===== src/rtl/core/assert_macros.svh =====
// assertion helper macros used by the top-level rtl file
// no dependencies; compiled out when SYNTH is defined
`ifndef ASSERT_MACROS_SVH
`define ASSERT_MACROS_SVH

`ifndef SYNTH

// property must hold at every clock edge outside reset
`define ASSERT_PROP(label, clk, rst_n, prop) \
    label: assert property (@(posedge clk) disable iff (!(rst_n)) (prop)) \
        else $error("assertion failed");

// condition must never be true outside reset
`define ASSERT_NEVER(label, clk, rst_n, cond) \
    label: assert property (@(posedge clk) disable iff (!(rst_n)) !(cond)) \
        else $error("forbidden condition seen");

`else

`define ASSERT_PROP(label, clk, rst_n, prop)
`define ASSERT_NEVER(label, clk, rst_n, cond)

`endif

`endif


===== src/rtl/core/lsfs_pkg.sv =====
// shared types and codes of the linear sensor frame sequencer
// no dependencies
package lsfs_pkg;

    // input opcodes
    localparam logic [1:0] OP_RISE = 2'd0;
    localparam logic [1:0] OP_FALL = 2'd1;
    localparam logic [1:0] OP_HOST = 2'd2;

    // host command words
    localparam logic [15:0] MSG_FRAME  = 16'd3;
    localparam logic [15:0] MSG_PIXELS = 16'd4;
    localparam logic [15:0] MSG_PERIOD = 16'd5;

    localparam logic [15:0] PIXELS_MAX = 16'd65534;

    // result word kinds
    localparam logic [2:0] KIND_PIN        = 3'd0;
    localparam logic [2:0] KIND_SAMPLE     = 3'd1;
    localparam logic [2:0] KIND_HDR_PIXELS = 3'd2;
    localparam logic [2:0] KIND_HDR_PERIOD = 3'd3;
    localparam logic [2:0] KIND_ECHO       = 3'd4;

    // input item without the sample, whose width is a parameter
    typedef struct packed {
        logic [1:0]  opcode;
        logic [15:0] message;
        logic [15:0] argument;
    } item_t;

    typedef struct packed {
        logic [2:0]  kind;
        logic [15:0] value;
        logic        start_pulse;
        logic        last;
    } word_t;

    // one or two result words caused by one item
    typedef struct packed {
        word_t w0;
        word_t w1;
        logic  two;
    } result_t;

endpackage


===== src/rtl/core/linear_sensor_frame_sequencer_top.sv =====
// top level of the linear sensor frame sequencer
// depends on lsfs_pkg, lsfs_in_stage, lsfs_core, lsfs_out_buf, assert_macros.svh
//
// Usage: each word on the s_ channel is a rising sensor clock tick with an
// ADC sample (opcode 0), a falling tick (opcode 1) or a host command
// (opcode 2). Every input word yields one or two result words on the m_
// channel; m_last marks the final one. A frame start yields two header
// words (pixel count, then period), everything else yields one word.
// An input word is registered, processed by the sequencer state logic
// and written to a two-entry result register, from which its first
// result is shown on the m_ ports. Throughput is one input word per
// cycle while each word yields one result and the receiver takes every
// word; a header holds the input while the single output port drains
// its two words.
// m_start_pulse is the level for the sensor start and hold pins.
// Reset (aresetn low, synchronous) empties both registers, clears the tick
// counter and flags and loads the default pixel count and period.
// When the receiver stalls, results stay in the output register and the
// input stage fills, after which s_ready drops; nothing is lost.
`include "assert_macros.svh"

module linear_sensor_frame_sequencer_top
    import lsfs_pkg::*;
#(
    parameter int DEFAULT_PIXELS = 128,
    parameter int SAMPLE_BITS    = 10
) (
    input  logic                   aclk,
    input  logic                   aresetn,
    input  logic                   s_valid,
    output logic                   s_ready,
    input  logic [1:0]             s_opcode,
    input  logic [SAMPLE_BITS-1:0] s_sample,
    input  logic [15:0]            s_message,
    input  logic [15:0]            s_argument,
    output logic                   m_valid,
    input  logic                   m_ready,
    output logic [2:0]             m_word_kind,
    output logic [15:0]            m_word_value,
    output logic                   m_start_pulse,
    output logic                   m_last
);

    item_t                  s_item;
    item_t                  item;
    logic [SAMPLE_BITS-1:0] item_sample;
    logic                   item_vld;
    logic                   load_ready;
    logic                   take;
    result_t                result;
    word_t                  head;

    assign s_item = '{opcode: s_opcode, message: s_message, argument: s_argument};
    assign take   = item_vld && load_ready;

    lsfs_in_stage #(
        .SAMPLE_BITS (SAMPLE_BITS)
    ) u_in_stage (
        .aclk        (aclk),
        .aresetn     (aresetn),
        .s_valid     (s_valid),
        .s_ready     (s_ready),
        .s_item      (s_item),
        .s_sample    (s_sample),
        .item_vld    (item_vld),
        .item        (item),
        .item_sample (item_sample),
        .item_take   (take)
    );

    lsfs_core #(
        .DEFAULT_PIXELS (DEFAULT_PIXELS),
        .SAMPLE_BITS    (SAMPLE_BITS)
    ) u_core (
        .aclk        (aclk),
        .aresetn     (aresetn),
        .take        (take),
        .item        (item),
        .item_sample (item_sample),
        .result      (result)
    );

    lsfs_out_buf u_out_buf (
        .aclk       (aclk),
        .aresetn    (aresetn),
        .load       (take),
        .result     (result),
        .load_ready (load_ready),
        .m_valid    (m_valid),
        .m_ready    (m_ready),
        .head       (head)
    );

    assign m_word_kind   = head.kind;
    assign m_word_value  = head.value;
    assign m_start_pulse = head.start_pulse;
    assign m_last        = head.last;

    // only the first header word is ever shown without last
    `ASSERT_PROP(a_first_of_pair, aclk, aresetn,
        (m_valid && !m_last) |-> (m_word_kind == KIND_HDR_PIXELS))

    // a taken header pixel word is followed by the period word
    `ASSERT_PROP(a_header_order, aclk, aresetn,
        (m_valid && m_ready && m_word_kind == KIND_HDR_PIXELS)
            |=> (m_valid && m_word_kind == KIND_HDR_PERIOD && m_last))

    // input stage stalls only while it holds a word the core cannot take
    `ASSERT_NEVER(a_stall_reason, aclk, aresetn,
        !s_ready && (!item_vld || load_ready))

endmodule


===== src/rtl/core/lsfs_in_stage.sv =====
// input register stage: holds one accepted item until the core takes it
// depends on lsfs_pkg
module lsfs_in_stage
    import lsfs_pkg::*;
#(
    parameter int SAMPLE_BITS = 10
) (
    input  logic                   aclk,
    input  logic                   aresetn,
    input  logic                   s_valid,
    output logic                   s_ready,
    input  item_t                  s_item,
    input  logic [SAMPLE_BITS-1:0] s_sample,
    output logic                   item_vld,
    output item_t                  item,
    output logic [SAMPLE_BITS-1:0] item_sample,
    input  logic                   item_take
);

    logic                   vld_reg;
    logic                   vld_next;
    item_t                  item_reg;
    logic [SAMPLE_BITS-1:0] sample_reg;

    // accept when empty or when the held word leaves in the same cycle
    assign s_ready  = !vld_reg || item_take;
    assign vld_next = s_ready ? s_valid : vld_reg;

    always_ff @(posedge aclk) begin
        if (!aresetn) begin
            vld_reg <= 1'b0;
        end else begin
            vld_reg <= vld_next;
        end
    end

    always_ff @(posedge aclk) begin
        if (s_valid && s_ready) begin
            item_reg   <= s_item;
            sample_reg <= s_sample;
        end
    end

    assign item_vld    = vld_reg;
    assign item        = item_reg;
    assign item_sample = sample_reg;

endmodule


===== src/rtl/core/lsfs_core.sv =====
// sequencer state and per-item decision logic
// depends on lsfs_pkg
module lsfs_core
    import lsfs_pkg::*;
#(
    parameter int DEFAULT_PIXELS = 128,
    parameter int SAMPLE_BITS    = 10
) (
    input  logic                   aclk,
    input  logic                   aresetn,
    input  logic                   take,
    input  item_t                  item,
    input  logic [SAMPLE_BITS-1:0] item_sample,
    output result_t                result
);

    localparam logic [15:0] PIX_RST = 16'(DEFAULT_PIXELS);
    localparam logic [15:0] PER_RST = 16'(DEFAULT_PIXELS + 1);

    logic [15:0] tick_reg,       tick_next;
    logic [15:0] pix_act_reg,    pix_act_next;
    logic [15:0] per_act_reg,    per_act_next;
    logic [15:0] pix_pend_reg,   pix_pend_next;
    logic [15:0] per_pend_reg,   per_pend_next;
    logic        requested_reg,  requested_next;
    logic        sending_reg,    sending_next;
    logic        pulse_reg,      pulse_next;

    logic [16:0] tick_inc;
    logic [15:0] pix_inc;
    logic [15:0] per_fixed;

    assign tick_inc  = {1'b0, tick_reg} + 17'd1;
    // pending pixel count never exceeds 65534, so this fits
    assign pix_inc   = pix_pend_reg + 16'd1;
    assign per_fixed = (per_pend_reg < pix_inc) ? pix_inc : per_pend_reg;

    always_comb begin
        tick_next      = tick_reg;
        pix_act_next   = pix_act_reg;
        per_act_next   = per_act_reg;
        pix_pend_next  = pix_pend_reg;
        per_pend_next  = per_pend_reg;
        requested_next = requested_reg;
        sending_next   = sending_reg;
        pulse_next     = pulse_reg;
        result.two     = 1'b0;
        result.w0      = '{kind: KIND_PIN, value: 16'd0, start_pulse: 1'b0, last: 1'b1};
        result.w1      = '{kind: KIND_HDR_PERIOD, value: 16'd0, start_pulse: 1'b0,
                           last: 1'b1};

        case (item.opcode)
            OP_RISE: begin
                if (tick_inc >= {1'b0, per_act_reg}) begin
                    tick_next    = 16'd0;
                    sending_next = 1'b0;
                end else begin
                    tick_next = tick_inc[15:0];
                    if (tick_inc[15:0] <= pix_act_reg && sending_reg) begin
                        result.w0.kind  = KIND_SAMPLE;
                        result.w0.value = 16'(item_sample);
                    end
                end
            end
            OP_FALL: begin
                pulse_next = (tick_reg == 16'd0);
                if (pulse_next && requested_reg) begin
                    requested_next  = 1'b0;
                    sending_next    = 1'b1;
                    per_pend_next   = per_fixed;
                    pix_act_next    = pix_pend_reg;
                    per_act_next    = per_fixed;
                    result.two      = 1'b1;
                    result.w0.kind  = KIND_HDR_PIXELS;
                    result.w0.value = pix_pend_reg;
                    result.w0.last  = 1'b0;
                    result.w1.value = per_fixed;
                end
            end
            OP_HOST: begin
                if (item.message == MSG_FRAME) begin
                    requested_next = 1'b1;
                end else if (item.message == MSG_PIXELS) begin
                    pix_pend_next = (item.argument > PIXELS_MAX) ? PIXELS_MAX
                                                                 : item.argument;
                end else if (item.message == MSG_PERIOD) begin
                    per_pend_next = item.argument;
                end else begin
                    result.w0.kind  = KIND_ECHO;
                    result.w0.value = item.message;
                end
            end
            default: begin
                // unused opcode: quiet word, no state change
            end
        endcase

        result.w0.start_pulse = pulse_next;
        result.w1.start_pulse = pulse_next;
    end

    always_ff @(posedge aclk) begin
        if (!aresetn) begin
            tick_reg      <= 16'd0;
            pix_act_reg   <= PIX_RST;
            per_act_reg   <= PER_RST;
            pix_pend_reg  <= PIX_RST;
            per_pend_reg  <= PER_RST;
            requested_reg <= 1'b0;
            sending_reg   <= 1'b0;
            pulse_reg     <= 1'b0;
        end else if (take) begin
            tick_reg      <= tick_next;
            pix_act_reg   <= pix_act_next;
            per_act_reg   <= per_act_next;
            pix_pend_reg  <= pix_pend_next;
            per_pend_reg  <= per_pend_next;
            requested_reg <= requested_next;
            sending_reg   <= sending_next;
            pulse_reg     <= pulse_next;
        end
    end

endmodule


===== src/rtl/core/lsfs_out_buf.sv =====
// two-entry result register feeding the output channel
// depends on lsfs_pkg
module lsfs_out_buf
    import lsfs_pkg::*;
(
    input  logic    aclk,
    input  logic    aresetn,
    input  logic    load,
    input  result_t result,
    output logic    load_ready,
    output logic    m_valid,
    input  logic    m_ready,
    output word_t   head
);

    logic [1:0] cnt_reg, cnt_next;
    word_t      w0_reg,  w0_next;
    word_t      w1_reg,  w1_next;

    assign m_valid    = (cnt_reg != 2'd0);
    // a new pair may land once the last held word is leaving
    assign load_ready = (cnt_reg == 2'd0) || (cnt_reg == 2'd1 && m_ready);
    assign head       = w0_reg;

    always_comb begin
        cnt_next = cnt_reg;
        w0_next  = w0_reg;
        w1_next  = w1_reg;
        if (load) begin
            w0_next  = result.w0;
            w1_next  = result.w1;
            cnt_next = result.two ? 2'd2 : 2'd1;
        end else if (m_valid && m_ready) begin
            if (cnt_reg == 2'd2) begin
                w0_next  = w1_reg;
                cnt_next = 2'd1;
            end else begin
                cnt_next = 2'd0;
            end
        end
    end

    always_ff @(posedge aclk) begin
        if (!aresetn) begin
            cnt_reg <= 2'd0;
        end else begin
            cnt_reg <= cnt_next;
        end
    end

    always_ff @(posedge aclk) begin
        w0_reg <= w0_next;
        w1_reg <= w1_next;
    end

endmodule


===== config.mk =====
export PLATFORM = sky130hd
export DESIGN_NAME = linear_sensor_frame_sequencer_top
export DESIGN_NICKNAME = d
export VERILOG_FILES = /design/src/rtl/core/lsfs_pkg.sv /design/src/rtl/core/linear_sensor_frame_sequencer_top.sv /design/src/rtl/core/lsfs_in_stage.sv /design/src/rtl/core/lsfs_core.sv /design/src/rtl/core/lsfs_out_buf.sv
export VERILOG_INCLUDE_DIRS = /design/src /design/src/rtl/core
export SDC_FILE = /design/constraint.sdc
export NUM_CORES = 1
export LEC_CHECK = 0
export BUFFER_PORTS_ARGS = -buffer_cell sky130_fd_sc_hd__buf_2
export CORE_MARGIN = 4
export CORE_UTILIZATION = 45
export DETAILED_ROUTE_END_ITERATION = 12
export PLACE_DENSITY = 0.67
export SETUP_SLACK_MARGIN = 0.02
export SLEW_MARGIN = 10
export SYNTH_ARGS = -nofsm -noshare
export SYNTH_HDL_FRONTEND = slang
export SYNTH_HIERARCHICAL = 1
export SYNTH_SLANG_ARGS = --single-unit

===== constraint.sdc =====
create_clock -name aclk -period 8.6 [get_ports aclk]
set_input_delay 1.29 -clock aclk [delete_from_list [all_inputs] [get_ports aclk]]
set_output_delay 1.29 -clock aclk [all_outputs]
set_load 0.005 [all_outputs]

==> run_results.csv <==
group,metric,value,unit
route,detail_route.vias_per_cell,5.55,
grt,grt_pass1_vias,6201,
clocking,cts_sinks,172,
yosys,synth_flop_cell,"edfxtp_1",
yosys,avgSynthCellArea,10.1,um2
setup_path,crit_type,"flop to flop",
sta,fin_tns_setup,0,ns
placed_design,placed_cells_incl_taps,1138,
hold_path,hold_class,"flop to flop",
setup_path,critical_path_required,8.97,ns
pwr,switching_share,21.6,%
sta,fin_worst_skew,0.00853,ns
clocking,cts_root_buf,"clkbuf_16",
die,die_x,147,um
setup_path,worstSetupStartpointType,"flop",
placed_design,dp_hpwl,15200,um
route,drc_errors,0,
yosys,synth_area_leader_cell,"edfxtp_1",
route,dr.first_iter.drc_count,539,
layout,final_cell_mix,"nand2_1 (107), dfxtp_1 (86), edfxtp_1 (86), buf_2 (70), inv_1 (57)",
route,first_pass_iters,6,
setup_path,crit_arrival,4.60,ns
setup_path,cp-end-kind,"flop",
pwr,internal-power,1350,uW
layout,fin_util,51.5,%
layout,area_growth,11.6,%
yosys,ys_types,70,
sta,finalCriticalPeriod,4.23,ns
yosys,netlist_area,0.00869,mm2
clocking,clkTransAtPathRegs,0.06,ns
sta,slew_violations,0,
setup_path,crit_path_frequent_cell,"ha_1",
yosys,yosysWarningCount,6,
grt,grt_pass1_wl,33700,um
route,vias,6499,
clocking,cts-buffers-inserted,17,
layout,mostFrequentLayoutCell,"nand2_1",
route,wire_per_inst,18.0,um
clocking,cts_resized,0,
pwr,ir_drop,135,uV
sta,fin_crit_sh,49.2,%
clocking,cts_max_level,4,
layout,diodes,0,
clocking,cts_buffer_depth,2,
yosys,synth_area_leaders,"edfxtp_1 (30%), dfxtp_1 (20%), ha_1 (7.2%)",
pwr,combPwrFrac,4.6,%
pwr,p_leak,0.00350,uW
layout,final_nets,995,
sta,rsz0062_at_grt,"false",
die,start_util,46.2,%
sta,hold_viol,0,
die,core,0.0188,mm2
layout,fin_cells,1170,
setup_path,slowest_stage,"a2bb2oi_2",
run_status,outcome,"finished clean",
pwr,switchingPower,370,uW
sta,max-slew-margin-rel,21.8,%
setup_path,rrSetupSlack,4.37,ns
pwr,clockPowerShare,42.6,%
sta,setup_viol,0,
yosys,synth.top_cell.area_share,29.7,%
pwr,power_density,177,mW/mm2
die,die_area,0.0216,mm2
grt,grt_overflow,0,
yosys,ys_seq_area_share,49.5,%
die,row_count,50,
yosys,synth.ff_latch_count,172,
layout,final_layout_size_suffix_gt1_share,18.1,%
sta,setup_ws,4.37,ns
placed_design,dp_slack,4.43,ns
sta,hold_ws,0.459,ns
grt,antenna_found_initial,0,
layout,largest_register_ffs,34,
sta,worst_pin_slew,1.17,ns
die,ioPinCount,71,
clocking,hold_buffers,0,
grt,track_usage,20.0,%
clocking,tritoncts,"done",
route,drt-total-wl,21100,um
clocking,post_cts.repair.setup_buffers,0,
yosys,synth_async_sr_flop_share,0,%
placed_design,numPortBuffers,70,
setup_path,slowest_delay,0.65,ns
die,die_height,147,um
route,antenna_left,0,
setup_path,path_max_fanout,19,
yosys,synthCells,857,
job,max_cap_violations,0,
setup_path,crit_chain,"ha_1 -> and3_1 -> nand3_1 -> or4_1 -> xnor2_1 -> ha_1 -> and4_1 -> a221oi_1 -> a2bb2oi_2 -> and2_1 -> a32o_1",
sta,max_freq,0.236,GHz
placed_design,routabilityCongestion,0.864,
yosys,synth-edff-count,86,
clocking,insertion_delay,0.43,ns
pwr,p_seq_share,52.8,%
grt,grt_max_degree,53,
per-layer routing:
layer | wire length, um | GRT usage (%)
met1 | 9830 | 28.7
met2 | 9310 | 29.4
met3 | 1390 | 3.92
met4 | 576 | 8.43
met5 | 0 | 0
synth_stat cells (20+ instances only):
cell type,n
nand2_1,107
dfxtp_1,86
edfxtp_1,86
inv_1,57
a21oi_1,52
nor2_1,52
ha_1,50
nand3_1,37
mux2_2,34
clkbuf_1,23
nand4_1,21
o21ai_0,20
cell families after synthesis:
family | synth area share, %
XOR/XNOR | 2.72
flip-flops | 49.5
AND/OR/NAND/NOR | 17.2
buffers and inverters | 5.80
AO/OA/AOI/OAI | 12.6
multiplexers | 4.87
adder cells (fa/ha/maj) | 7.20
other | 0.0864
stage by stage:
step	area, um2	power (uW)
2_1_floorplan	8700	968
3_3_place_gp	9130	1000
3_5_place_dp	9130	1000
4_1_cts	9690	1730
5_1_grt	9700	1780
6_report	9700	1720
power groups by stage:
stage / sequential, uW / clock, uW / combinational, uW
after floorplan: 920 / 0 / 47.8
after global placement: 924 / 0 / 77.9
after detailed placement: 925 / 0 / 78.8
after CTS: 907 / 748 / 79.0
after global routing: 909 / 789 / 85.8
final: 907 / 731 / 78.4
worst max-delay path, delay by kind of cell, from the launching register on:
kind	cells	cell delay, ns
XOR/XNOR	1	0.29
AND/OR/NAND/NOR	5	1.71
flip-flops	1	0.47
adder cells (fa/ha/maj)	2	0.52
AO/OA/AOI/OAI	3	1.19
final cells by class:
type,instances,area [um2]
multi-input combinational,574,3900
tap,260,325
clock buffer,23,478
timing repair buffer,74,380
inverter,58,220
clock inverter,9,87.6
fill,1688,9140
sequential,172,4300
worst paths after layout:
path                                                          start                             endpoint  cells past startpoint
worst max-delay path                u_core/tick_reg[0]$_SDFFE_PN0P_     u_core/tick_reg[14]$_SDFFE_PN0P_                     11
worst min-delay path            u_core/pix_act_reg[10]$_SDFFE_PN0P_  u_core/pix_act_reg[10]$_SDFFE_PN0P_                      2
worst max register to register      u_core/tick_reg[0]$_SDFFE_PN0P_     u_core/tick_reg[14]$_SDFFE_PN0P_                     11
worst min register to register  u_core/pix_act_reg[10]$_SDFFE_PN0P_  u_core/pix_act_reg[10]$_SDFFE_PN0P_                      2
No activity file was read; power rests on OpenSTA's default activity.
